$ cat config.mk
export PLATFORM = sky130hd
export DESIGN_NAME = hex_text_to_bytes_parser_flat
export DESIGN_NICKNAME = d
export VERILOG_FILES = /design/src/rtl/hxb_pkg.sv /design/src/rtl/hxb_in_if.sv /design/src/rtl/hxb_out_if.sv /design/src/rtl/hxb_char_class.sv /design/src/rtl/hex_text_to_bytes_parser.sv /design/src/flat_wrapper.sv
export VERILOG_INCLUDE_DIRS = /design/src /design/src/rtl
export SDC_FILE = /design/constraint.sdc
export NUM_CORES = 1
export LEC_CHECK = 0
export BUFFER_PORTS_ARGS = -buffer_cell sky130_fd_sc_hd__buf_4
export CAP_MARGIN = 30
export CELL_PAD_IN_SITES_DETAIL_PLACEMENT = 2
export CELL_PAD_IN_SITES_GLOBAL_PLACEMENT = 2
export CORE_MARGIN = 2
export CORE_UTILIZATION = 39
export CTS_CLUSTER_DIAMETER = 200
export DETAILED_ROUTE_END_ITERATION = 8
export PLACE_DENSITY = 0.81
export SYNTH_ARGS = -nofsm -noshare
export SYNTH_HDL_FRONTEND = slang
export SYNTH_SLANG_ARGS = --single-unit
$ cat constraint.sdc
create_clock -name clk -period 11.95 [get_ports clk]
set_clock_uncertainty 0.1 [all_clocks]
set_input_delay 0.5975 -clock clk [delete_from_list [all_inputs] [get_ports clk]]
set_output_delay 0.5975 -clock clk [all_outputs]
set_load 0.02 [all_outputs]
$ cat src/rtl/assert_macros.svh
// Concurrent assertion helpers
`ifndef ASSERT_MACROS_SVH
`define ASSERT_MACROS_SVH

`ifndef NO_ASSERTIONS

`define ASSERT_CLK(label, clk, rst_n, prop) \
  label: assert property (@(posedge clk) disable iff (!(rst_n)) prop) \
    else $error("assertion failed");

`define ASSERT_ALWAYS(label, clk, prop) \
  label: assert property (@(posedge clk) prop) \
    else $error("assertion failed");

`else

`define ASSERT_CLK(label, clk, rst_n, prop)
`define ASSERT_ALWAYS(label, clk, prop)

`endif

`endif

$ cat src/rtl/hxb_pkg.sv
`default_nettype none

package hxb_pkg;

  localparam int CHAR_W  = 8;
  localparam int CAP_W   = 9;
  localparam int INDEX_W = 8;
  localparam int ERR_W   = 2;
  localparam int NIB_W   = 4;

  localparam int MAX_BYTES = 256;

  localparam logic [CAP_W-1:0] CAP_RESET = 9'd32;

  localparam logic [ERR_W-1:0] ERR_NONE     = 2'd0;
  localparam logic [ERR_W-1:0] ERR_BAD_CHAR = 2'd1;
  localparam logic [ERR_W-1:0] ERR_OVERFLOW = 2'd2;
  localparam logic [ERR_W-1:0] ERR_ODD      = 2'd3;

  localparam logic [CHAR_W-1:0] CH_SPACE = 8'h20;
  localparam logic [CHAR_W-1:0] CH_TAB   = 8'h09;
  localparam logic [CHAR_W-1:0] CH_COLON = 8'h3A;
  localparam logic [CHAR_W-1:0] CH_DASH  = 8'h2D;
  localparam logic [CHAR_W-1:0] CH_COMMA = 8'h2C;
  localparam logic [CHAR_W-1:0] CH_CR    = 8'h0D;
  localparam logic [CHAR_W-1:0] CH_LF    = 8'h0A;
  localparam logic [CHAR_W-1:0] CH_0     = 8'h30;
  localparam logic [CHAR_W-1:0] CH_9     = 8'h39;
  localparam logic [CHAR_W-1:0] CH_LA    = 8'h61;
  localparam logic [CHAR_W-1:0] CH_LF_HI = 8'h66;
  localparam logic [CHAR_W-1:0] CH_UA    = 8'h41;
  localparam logic [CHAR_W-1:0] CH_UF    = 8'h46;
  localparam logic [CHAR_W-1:0] HEX_TEN  = 8'd10;

  typedef struct packed {
    logic             is_hex;
    logic             is_sep;
    logic [NIB_W-1:0] nib;
  } cls_t;

  typedef struct packed {
    logic               byte_valid;
    logic [CHAR_W-1:0]  data_byte;
    logic [INDEX_W-1:0] byte_index;
    logic               done_res;
    logic [CAP_W-1:0]   byte_count;
    logic [ERR_W-1:0]   error_code;
  } res_t;

endpackage

`default_nettype wire

$ cat src/rtl/hxb_in_if.sv
`default_nettype none

interface hxb_in_if import hxb_pkg::*; ();
  logic              valid;
  logic              ready;
  logic [CHAR_W-1:0] character;
  logic              is_end;

  modport source(output valid, character, is_end, input ready);
  modport sink(input valid, character, is_end, output ready);
endinterface

`default_nettype wire

$ cat src/rtl/hxb_out_if.sv
`default_nettype none

interface hxb_out_if import hxb_pkg::*; ();
  logic               valid;
  logic               ready;
  logic               byte_valid;
  logic [CHAR_W-1:0]  data_byte;
  logic [INDEX_W-1:0] byte_index;
  logic               done_res;
  logic [CAP_W-1:0]   byte_count;
  logic [ERR_W-1:0]   error_code;

  modport source(output valid, byte_valid, data_byte, byte_index, done_res, byte_count,
                 error_code, input ready);
  modport sink(input valid, byte_valid, data_byte, byte_index, done_res, byte_count,
               error_code, output ready);
endinterface

`default_nettype wire

$ cat src/rtl/hxb_char_class.sv
`default_nettype none

module hxb_char_class import hxb_pkg::*; (
  input  wire logic [CHAR_W-1:0] ch,
  output cls_t                   cls
);

  always_comb begin
    cls = '0;
    case (ch) inside
      CH_SPACE, CH_TAB, CH_COLON, CH_DASH, CH_COMMA, CH_CR, CH_LF: begin
        cls.is_sep = 1'b1;
      end
      [CH_0:CH_9]: begin
        cls.is_hex = 1'b1;
        cls.nib    = NIB_W'(ch - CH_0);
      end
      [CH_LA:CH_LF_HI]: begin
        cls.is_hex = 1'b1;
        cls.nib    = NIB_W'(ch - CH_LA + HEX_TEN);
      end
      [CH_UA:CH_UF]: begin
        cls.is_hex = 1'b1;
        cls.nib    = NIB_W'(ch - CH_UA + HEX_TEN);
      end
      default: begin
        cls = '0;
      end
    endcase
  end

endmodule

`default_nettype wire

$ cat src/rtl/hex_text_to_bytes_parser.sv
// Hex text to bytes parser.
// in_ch: one request per character (character, is_end), valid/ready.
// out_ch: one request per decoded byte (byte_valid, data_byte, byte_index)
//   and one per end marker (done_res, byte_count, error_code).
// cfg_we/cfg_wdata: capacity register, written while the block is idle;
// the user keeps to this, as the block does not enforce it. Separators
// produce no result; after an error, characters are dropped until the
// end marker, which reports and clears the string state. Input accept to
// result valid: classify register, then state update and result register.
// Throughput: one character per cycle unless the output stalls; the nibble
// pairing and byte count update in the second stage is the only loop.
// Reset: capacity returns to 32, string state and both valid flags clear.
// Stall: a pending result holds in the output register; one more character
// is taken into the classify register, then in_ch.ready drops until
// out_ch.ready returns.
`default_nettype none
`include "assert_macros.svh"

module hex_text_to_bytes_parser import hxb_pkg::*; (
  input  wire logic             clk,
  input  wire logic             rst_n,
  hxb_in_if.sink                in_ch,
  hxb_out_if.source             out_ch,
  input  wire logic             cfg_we,
  input  wire logic [CAP_W-1:0] cfg_wdata
);

  localparam logic [CAP_W-1:0] MAX_LIMIT = CAP_W'(MAX_BYTES);

  logic [CAP_W-1:0] cap_r;

  logic             s1_valid_r;
  logic             s1_end_r;
  cls_t             s1_cls_r;
  cls_t             cls;

  logic [NIB_W-1:0] held_r, held_nxt;
  logic             pend_r, pend_nxt;
  logic [CAP_W-1:0] bytes_r, bytes_nxt;
  logic [ERR_W-1:0] err_r, err_nxt;

  logic             out_valid_r, out_valid_nxt;
  res_t             res_r, res_nxt;
  logic             res_load;

  logic             s1_fire;
  logic             in_fire;
  logic [CAP_W-1:0] limit;
  logic [ERR_W-1:0] end_err;

  hxb_char_class u_class (
    .ch  (in_ch.character),
    .cls (cls)
  );

  assign s1_fire     = s1_valid_r && (!out_valid_r || out_ch.ready);
  assign in_ch.ready = !s1_valid_r || s1_fire;
  assign in_fire     = in_ch.valid && in_ch.ready;
  assign limit       = (cap_r < MAX_LIMIT) ? cap_r : MAX_LIMIT;

  always_ff @(posedge clk) begin
    if (!rst_n) begin
      cap_r <= CAP_RESET;
    end else if (cfg_we) begin
      cap_r <= cfg_wdata;
    end
  end

  always_ff @(posedge clk) begin
    if (!rst_n) begin
      s1_valid_r <= 1'b0;
    end else if (in_ch.ready) begin
      s1_valid_r <= in_ch.valid;
    end
  end

  always_ff @(posedge clk) begin
    if (in_fire) begin
      s1_end_r <= in_ch.is_end;
      s1_cls_r <= cls;
    end
  end

  always_comb begin
    held_nxt = held_r;
    pend_nxt = pend_r;
    bytes_nxt = bytes_r;
    err_nxt = err_r;
    res_nxt = '0;
    res_load = 1'b0;
    end_err = (err_r == ERR_NONE && pend_r) ? ERR_ODD : err_r;
    if (s1_fire) begin
      if (s1_end_r) begin
        res_load = 1'b1;
        res_nxt.done_res = 1'b1;
        res_nxt.error_code = end_err;
        res_nxt.byte_count = (end_err == ERR_NONE) ? bytes_r : '0;
        held_nxt = '0;
        pend_nxt = 1'b0;
        bytes_nxt = '0;
        err_nxt = ERR_NONE;
      end else if (err_r != ERR_NONE || s1_cls_r.is_sep) begin
        err_nxt = err_r;
      end else if (!s1_cls_r.is_hex) begin
        err_nxt = ERR_BAD_CHAR;
      end else if (!pend_r) begin
        held_nxt = s1_cls_r.nib;
        pend_nxt = 1'b1;
      end else if (bytes_r >= limit) begin
        err_nxt = ERR_OVERFLOW;
      end else begin
        res_load = 1'b1;
        res_nxt.byte_valid = 1'b1;
        res_nxt.data_byte = {held_r, s1_cls_r.nib};
        res_nxt.byte_index = bytes_r[INDEX_W-1:0];
        bytes_nxt = bytes_r + 1'b1;
        held_nxt = '0;
        pend_nxt = 1'b0;
      end
    end
    if (res_load) begin
      out_valid_nxt = 1'b1;
    end else if (out_ch.ready) begin
      out_valid_nxt = 1'b0;
    end else begin
      out_valid_nxt = out_valid_r;
    end
  end

  always_ff @(posedge clk) begin
    if (!rst_n) begin
      held_r <= '0;
      pend_r <= 1'b0;
      bytes_r <= '0;
      err_r <= ERR_NONE;
      out_valid_r <= 1'b0;
    end else begin
      held_r <= held_nxt;
      pend_r <= pend_nxt;
      bytes_r <= bytes_nxt;
      err_r <= err_nxt;
      out_valid_r <= out_valid_nxt;
    end
  end

  always_ff @(posedge clk) begin
    if (res_load) begin
      res_r <= res_nxt;
    end
  end

  assign out_ch.valid      = out_valid_r;
  assign out_ch.byte_valid = res_r.byte_valid;
  assign out_ch.data_byte  = res_r.data_byte;
  assign out_ch.byte_index = res_r.byte_index;
  assign out_ch.done_res   = res_r.done_res;
  assign out_ch.byte_count = res_r.byte_count;
  assign out_ch.error_code = res_r.error_code;

  // end marker leaves a clean string state
  `ASSERT_CLK(a_end_clears, clk, rst_n,
    s1_fire && s1_end_r |=> bytes_r == '0 && !pend_r && err_r == ERR_NONE)

  // no bytes counted once an error is latched
  `ASSERT_CLK(a_err_freezes_count, clk, rst_n,
    s1_fire && !s1_end_r && err_r != ERR_NONE |=> $stable(bytes_r))

  // a held byte result matches the running count
  `ASSERT_CLK(a_index_tracks_count, clk, rst_n,
    out_valid_r && res_r.byte_valid |-> bytes_r == {1'b0, res_r.byte_index} + 9'd1)

endmodule

`default_nettype wire
$ cat src/flat_wrapper.sv
// flat-port wrapper written by rule: the top's interface ports become plain ports
module hex_text_to_bytes_parser_flat import hxb_pkg::*;
  (clk, rst_n, cfg_we, cfg_wdata, in_ch_valid, in_ch_character, in_ch_is_end, in_ch_ready, out_ch_valid, out_ch_byte_valid, out_ch_data_byte, out_ch_byte_index, out_ch_done_res, out_ch_byte_count, out_ch_error_code, out_ch_ready);
  hxb_in_if in_ch_i ();
  hxb_out_if out_ch_i ();
  input  wire logic clk;
  input  wire logic rst_n;
  input  wire logic cfg_we;
  input  wire logic [CAP_W-1:0] cfg_wdata;
  input wire logic [$bits(in_ch_i.valid)-1:0] in_ch_valid;
  input wire logic [$bits(in_ch_i.character)-1:0] in_ch_character;
  input wire logic [$bits(in_ch_i.is_end)-1:0] in_ch_is_end;
  output wire logic [$bits(in_ch_i.ready)-1:0] in_ch_ready;
  output wire logic [$bits(out_ch_i.valid)-1:0] out_ch_valid;
  output wire logic [$bits(out_ch_i.byte_valid)-1:0] out_ch_byte_valid;
  output wire logic [$bits(out_ch_i.data_byte)-1:0] out_ch_data_byte;
  output wire logic [$bits(out_ch_i.byte_index)-1:0] out_ch_byte_index;
  output wire logic [$bits(out_ch_i.done_res)-1:0] out_ch_done_res;
  output wire logic [$bits(out_ch_i.byte_count)-1:0] out_ch_byte_count;
  output wire logic [$bits(out_ch_i.error_code)-1:0] out_ch_error_code;
  input wire logic [$bits(out_ch_i.ready)-1:0] out_ch_ready;
  assign in_ch_i.valid = in_ch_valid;
  assign in_ch_i.character = in_ch_character;
  assign in_ch_i.is_end = in_ch_is_end;
  assign in_ch_ready = in_ch_i.ready;
  assign out_ch_valid = out_ch_i.valid;
  assign out_ch_byte_valid = out_ch_i.byte_valid;
  assign out_ch_data_byte = out_ch_i.data_byte;
  assign out_ch_byte_index = out_ch_i.byte_index;
  assign out_ch_done_res = out_ch_i.done_res;
  assign out_ch_byte_count = out_ch_i.byte_count;
  assign out_ch_error_code = out_ch_i.error_code;
  assign out_ch_i.ready = out_ch_ready;
  hex_text_to_bytes_parser u_core (.clk(clk), .rst_n(rst_n), .in_ch(in_ch_i), .out_ch(out_ch_i), .cfg_we(cfg_we), .cfg_wdata(cfg_wdata));
endmodule
==> out/summary.txt, run 1 <==
starting DRC count in detailed routing: 105
synth cell count leaders: 36 x edfxtp_1, 27 x and2_1, 27 x dfxtp_1
Synth cell types: 49
Clock Latency Late Sink: 0.34 ns
WP data required: 12.05 ns
worst-path maximum fanout: 19
Syn. warnings: 0
Die Ht: 92.10 um
Slowest cell on crit path: nor3_2
first-pass GRT wire length: 12810 um
Hold Path Class: in2reg
Hold EP: u_core.s1_end_r$_DFFE_PP_
htree depth: 3
antenna violations before repair: 0
Synth Flop Type: edfxtp_1
Post-synth EDFFs: 36
synthesized area per cell: 11.21 um2
Reg2Reg Depth: 8
# setup viols final: 0
CP Capture Type: flop
count of pins over their slew limit: 0
maximum number of pins on one net before global-route repair: 29
maxcap violations: 0
Clk network pwr share: 0.409
# resized after CTS: 0
Switch Pwr: 0.1105 mW
RSZ-0062 raised after global routing: no
TritonCTS clock tree: built
CP bufs+invs: 1
kind of critical path: reg2reg
Async S/R FF share, synth: 0
Post-route DRC: 0
global route overflow: 0
Final HPWL DP: 5416 um
die width: 92.10 um
routed vias: 2287
CP max stage delay: 0.87 ns
post-CTS repair timing setup buffer count: 0
LEAKAGE: 1.479 nW
n_diodes: 0
Design Power: 0.4697 mW
Reg power frac: 0.507
GP Congestion: 0.7926
fillers: 810
setup tns final: 0 ns
share of cells above drive strength 1: 0.2447
Final Hold Vio Count: 0
Worst setup SP type: flop
cells along the critical path: clkinv_1 > nand2_1 > ha_1 > a21o_1 > a31oi_1 > o2111ai_2 > nor3_2 > and2_1
final period utilization: 0.2686
Synth area leaders: edfxtp_1 36%, dfxtp_1 18%, ha_1 6.2%, and2_1 5.6%, mux2i_1 3.3%
Yosys reg bits: 63
area grow syn2layout: 23.48%
CP arrival: 3.31 ns
DRT Pass-1 Iters: 4
Period minus WS final: 3.210 ns
Core Rows: 32
sequential element share of the synthesized area: 0.5358
maximum vdd drop: 0.00005756 V
P per Cell Area: 125.7 mW/mm2
Syn Nets: 308
Yosys top cell by area: edfxtp_1
clk root buf: clkbuf_8
Hold Crit Depth: 1
fmax: 311.5 MHz
PortBufs: 53
Pint: 0.3591 mW
Least-Margin Pin Slew: 0.9116 ns
worst rel slew slack: 0.3889
sw frac: 0.2354
flop2flop setup slack: 8.74 ns
outcome: complete, no violations
post-DR vias/cell: 5.282
Total Routing Usage GR: 0.1972
worst reg2reg path startpoint: u_core.cap_r[8]$_SDFFE_PN0P_
total CTS buffers: 9
core area: 0.007607 mm2
Comb power frac: 0.084
WL final: 7663 um
Die ar.: 0.008481 mm2
clk buf depth: 2
nets: 364
most common cell in the netlist: edfxtp_1
clk sinks: 63
Antenna Violating Nets Remaining: 0
WL per Instance: 17.70 um
mapped cell area: 0.003027 mm2
Ports: 54
Synth top area share: 0.3572
R2R Path End: u_core.out_ch.byte_index[4]$_SDFFCE_PP0P_
Hold Crit Start: in_ch_is_end
vias in the first global route: 2426
clk slew on worst S/H paths: 0.07 ns
Starting Density: 0.3979
synthesized instance count: 270
CTS hold repair buffers: 0
crit-path leading delay family: simple AND/OR/NAND/NOR gates
## cells in the final DEF, fill, tap and decap left out, types with 2 or more instances in the layout
cell	netlist	final
a21oi_1	13	13
a22o_1	4	4
a31o_2	2	2
a31oi_1	2	2
and2_1	27	27
and4_1	2	2
buf_4	0	55
clkbuf_8	0	9
clkinv_2	0	2
clkinvlp_4	0	2
dfxtp_1	27	27
edfxtp_1	36	36
ha_1	15	15
inv_1	9	9
mux2i_1	10	10
nand2_1	21	21
nand2b_1	5	5
nand3_1	7	7
nand4_1	3	3
nor2_1	8	8
nor2b_1	13	13
nor3_1	2	2
nor4_1	3	3
o211ai_1	2	2
o21a_1	5	5
o21ai_0	9	8
o21bai_1	2	2
o31ai_1	2	2
or3_1	6	6
or4_1	2	2
xnor2_1	3	3
## worst register-to-register path: stages (launching register included)
cell       delay [ns]
dfxtp_1          0.37
clkinv_1         0.21
nand2_1          0.15
ha_1             0.25
a21o_1           0.16
a31oi_1          0.22
o2111ai_2        0.51
nor3_2           0.87
and2_1           0.25
## registers in the layout, summed over array words and instances (netlist names)
signal and flops:
u_core.err_r 2, u_core.s1_end_r 1, u_core.out_ch.byte_index 8, u_core.out_ch.error_code 2, u_core.s1_valid_r 1, u_core.s1_cls_r 6
u_core.out_ch.valid 1, u_core.pend_r 1, u_core.bytes_r 9, u_core.cap_r 9, u_core.held_r 4, u_core.out_ch.byte_count 9
u_core.out_ch.data_byte 8, u_core.out_ch.byte_valid 1, u_core.out_ch.done_res 1
## cells by family after synthesis
family                   Yosys count  share of synthesized area
AO/OA/AOI/OAI                     49                     0.1195
XOR/XNOR                           4                    0.01158
adder cells (fa/ha/maj)           15                    0.06201
buffers and inverters             20                    0.02604
flip-flops                        63                     0.5358
multiplexers                      10                    0.03307
AND/OR/NAND/NOR                  109                     0.2121
## how the worst max path moves through the flow
stage                                                endpoint                          from  depth (start not counted)  slack [ns]
floorplan                      u_core.bytes_r[8]$_SDFFE_PN0P_  u_core.cap_r[8]$_SDFFE_PN0P_                          8        7.64
global placement    u_core.out_ch.byte_index[1]$_SDFFCE_PP0P_  u_core.cap_r[8]$_SDFFE_PN0P_                          8        8.94
detailed placement  u_core.out_ch.byte_index[4]$_SDFFCE_PP0P_  u_core.cap_r[8]$_SDFFE_PN0P_                          8        8.77
CTS                 u_core.out_ch.byte_index[4]$_SDFFCE_PP0P_  u_core.cap_r[8]$_SDFFE_PN0P_                          8        8.70
global route        u_core.out_ch.byte_index[1]$_SDFFCE_PP0P_  u_core.cap_r[8]$_SDFFE_PN0P_                          8        8.45
finish              u_core.out_ch.byte_index[4]$_SDFFCE_PP0P_  u_core.cap_r[8]$_SDFFE_PN0P_                          8        8.74
## through the flow
step | area [um2] | std cells | util | hold slack, ns | setup WS (ns)
floorplan | 3027 | 270 | - | 0.3342 | 7.636
global placement | 3530 | 417 | 0.4640 | 0.3522 | 8.935
global route | 3737 | 433 | 0.4913 | 0.3159 | 8.452
detailed placement | 3530 | 417 | 0.4640 | 0.3671 | 8.768
CTS | 3737 | 433 | 0.4913 | 0.3112 | 8.698
finish | 3737 | 433 | 0.4913 | 0.3298 | 8.740
## power by group through the flow
stage / clock [mW] / sequential, mW / combinational (mW)
floorplan: 0 / 0.244 / 0.0218
global placement: 0 / 0.243 / 0.0376
detailed placement: 0 / 0.243 / 0.0391
CTS: 0.198 / 0.238 / 0.0400
global route: 0.205 / 0.239 / 0.0438
finish: 0.192 / 0.238 / 0.0393
## cell type report
type | instances | area [um2] | share of cell area
tap | 102 | 127.6 | 0.03415
timing repair buffer | 55 | 412.9 | 0.1105
clock inverter | 5 | 55.05 | 0.01473
multi-input combinational | 187 | 1330 | 0.3559
inverter | 10 | 37.54 | 0.01004
clock buffer | 11 | 152.6 | 0.04084
sequential | 63 | 1622 | 0.4339
## metal layers
metal	vias up	wire (um)	track usage
met5	-	0	0
met4	0	114	0.06716
met3	10	340	0.04766
met2	59	3759	0.3297
met1	1124	3449	0.2505
li1	1094	-	-
Note: power is estimated with default switching activity, not from simulation.
==> run 2: changes to the inputs <==
CORE_UTILIZATION = 36   (was 39)
PLACE_DENSITY = 0.75   (was 0.81)
clock period = 3.1 ns   (was 11.95 ns; I/O delays follow)
==> run 2 against run 1 <==
- non-clock buffer count up 15
- setup slack got worse by 8.3 ns
- register-to-register slack got worse by 8.3 ns
- fmax rose by 19%
- cell area increased by 4.5%
- sequential power grew to 3.9 times the previous value
- clock power grew to 4.1 times the previous value
- routed wire length is 1.7% higher
- critical path type unchanged
- largest cell class unchanged
==> out/summary.txt, run 2 (synthesized netlist as in run 1, its figures left out) <==
outcome: complete, no violations (unchanged)
n_diodes: 0 (unchanged)
global route overflow: 0 (unchanged)
clk root buf: clkbuf_8 (unchanged)
worst rel slew slack: 0.5802 (was 0.3889)
Slowest cell on crit path: or4_1 (was nor3_2)
GP Congestion: 0.7213 (was 0.7926)
clk sinks: 63 (unchanged)
CP arrival: 2.88 ns (was 3.31 ns)
P per Cell Area: 477.2 mW/mm2 (was 125.7 mW/mm2)
Hold Crit Start: cfg_wdata[8] (was in_ch_is_end)
Die Ht: 95.69 um (was 92.10 um)
CP bufs+invs: 2 (was 1)
LEAKAGE: 1.556 nW (was 1.479 nW)
post-DR vias/cell: 5.131 (was 5.282)
count of pins over their slew limit: 0 (unchanged)
Post-route DRC: 0 (unchanged)
Multi-input gate area: 0.001336 mm2 (was 0.001330 mm2)
Period minus WS final: 2.705 ns (was 3.210 ns)
total CTS buffers: 9 (unchanged)
DRT Pass-1 Iters: 4 (unchanged)
area grow syn2layout: 29.02% (was 23.48%)
fmax: 369.7 MHz (was 311.5 MHz)
Clock Latency Late Sink: 0.34 ns (about the same)
maximum number of pins on one net before global-route repair: 28 (was 29)
Least-Margin Pin Slew: 0.6229 ns (was 0.9116 ns)
core area: 0.008175 mm2 (was 0.007607 mm2)
FF+latch area: 0.001622 mm2 (unchanged)
Design Power: 1.864 mW (was 0.4697 mW)
worst-path maximum fanout: 17 (was 19)
fillers: 847 (was 810)
WL final: 7796 um (was 7663 um)
Final HPWL DP: 5690 um (was 5416 um)
nets: 379 (was 364)
post-CTS repair timing setup buffer count: 0 (unchanged)
starting DRC count in detailed routing: 82 (was 105)
maximum vdd drop: 0.0001945 V (was 0.00005756 V)
WL per Instance: 17.29 um (was 17.70 um)
CP max stage delay: 0.47 ns (was 0.87 ns)
htree depth: 3 (unchanged)
kind of critical path: reg2reg (unchanged)
cells along the critical path: clkinv_1 > nand2_1 > ha_1 > a21o_1 > a31oi_1 > o2111ai_2 > buf_4 > or4_1 > a21oi_1 (was clkinv_1 > nand2_1 > ha_1 > a21o_1 > a31oi_1 > o2111ai_2 > nor3_2 > and2_1)
worst reg2reg path startpoint: u_core.cap_r[8]$_SDFFE_PN0P_ (unchanged)
TritonCTS clock tree: built (unchanged)
crit-path leading delay family: compound AO/OA/AOI/OAI gates (was simple AND/OR/NAND/NOR gates)
clk buf depth: 2 (unchanged)
Ports: 54 (unchanged)
maxcap violations: 0 (unchanged)
routed vias: 2314 (was 2287)
Worst setup SP type: flop (unchanged)
Die ar.: 0.009157 mm2 (was 0.008481 mm2)
RSZ-0062 raised after global routing: no (unchanged)
die width: 95.69 um (was 92.10 um)
setup tns final: 0 ns (unchanged)
vias in the first global route: 2550 (was 2426)
commonest non-fill, non-tap cell in the layout: buf_4 (unchanged)
# setup viols final: 0 (unchanged)
CP Capture Type: flop (unchanged)
Starting Density: 0.3702 (was 0.3979)
Antenna Violating Nets Remaining: 0 (unchanged)
antenna violations before repair: 0 (unchanged)
WP data required: 3.27 ns (was 12.05 ns)
clk slew on worst S/H paths: 0.07 ns (about the same)
crit path from: u_core.cap_r[8]$_SDFFE_PN0P_ (unchanged)
PortBufs: 53 (unchanged)
Total Routing Usage GR: 0.1887 (was 0.1972)
first-pass GRT wire length: 12830 um (was 12810 um)
Hold Path Class: in2reg (unchanged)
final period utilization: 0.8726 (was 0.2686)
Final Hold Vio Count: 0 (unchanged)
share of cells above drive strength 1: 0.2457 (was 0.2447)
Core Rows: 33 (was 32)
most frequent cells in the layout: 58 x buf_4, 36 x edfxtp_1, 27 x and2_1, 27 x dfxtp_1, 21 x nand2_1 (was 55 x buf_4, 36 x edfxtp_1, 27 x and2_1, 27 x dfxtp_1, 21 x nand2_1)
==> run 2: cell types whose count changed in the layout (fill, tap and decap cells not counted) <==
| cell | change |
|---|---|
| buf_12 | +1 |
| buf_4 | +3 |
| bufinv_16 | +1 |
| clkbuf_16 | -1 |
| dlygate4sd3_1 | +11 |
| nor3_2 | -1 |
| nor3_4 | +1 |
==> run 2: through the flow <==
step | cell area, um2 | hold WS (ns) | utilization | std cells | worst slack (ns)
finish | 3905 | 0.01180 | 0.4777 | 451 | 0.3950
global route | 3905 | 0.04825 | 0.4777 | 451 | 0.2262
detailed placement | 3576 | 0.2343 | 0.4374 | 424 | 0.1650
global placement | 3576 | 0.2349 | 0.4374 | 424 | 0.3661
floorplan | 3030 | 0.1539 | - | 270 | 0.2624
CTS | 3899 | 0.01482 | 0.4769 | 451 | 0.09854
==> run 2: metal layers <==
layer  part of all wire  track usage  vias to the layer above
li1                   -            -                     1120
met1               0.44       0.2221                     1140
met2               0.51       0.3374                       44
met3              0.032      0.03759                       10
met4              0.018      0.07262                        0
met5                  0            0                        -
==> run 2: final timing paths <==
check / endpoint / slack [ns] / depth (start not counted)
setup reg to reg: u_core.bytes_r[6]$_SDFFE_PN0P_ / 0.39 / 9
setup / recovery: u_core.bytes_r[6]$_SDFFE_PN0P_ / 0.39 / 9
hold / removal: u_core.cap_r[8]$_SDFFE_PN0P_ / 0.01 / 3
hold reg to reg: u_core.held_r[2]$_SDFFE_PN0P_ / 0.37 / 1
==> run 2: tightest hold or removal path: cells and delay by family <==
kind          cells  cell delay [ns]
simple gates      1             0.12
buf+inv           1             0.08
mux               1             0.06
==> run 2: where the power goes <==
group	switching (mW)	internal, mW
sequential	0.0166	0.902
combinational	0.0908	0.0769
clock	0.328	0.450
total	0.435	1.43
==> run 2: area by class of cell <==
| cell class | count | area share |
|---|---|---|
| Sequential cell | 63 | 0.4153 |
| Multi-Input combinational cell | 187 | 0.3422 |
| Timing Repair Buffer | 70 | 0.1448 |
| Tap cell | 105 | 0.03364 |
| Clock buffer | 10 | 0.03268 |
| Clock inverter | 6 | 0.02179 |
| Inverter | 10 | 0.009612 |
==> run 2: repair_timing <==
action                                  4_1_cts  5_1_grt
endpoints found under the setup margin        0       14
gates resized for setup                       0        1
endpoints found under the hold margin        10        0
hold buffers                                 11        0
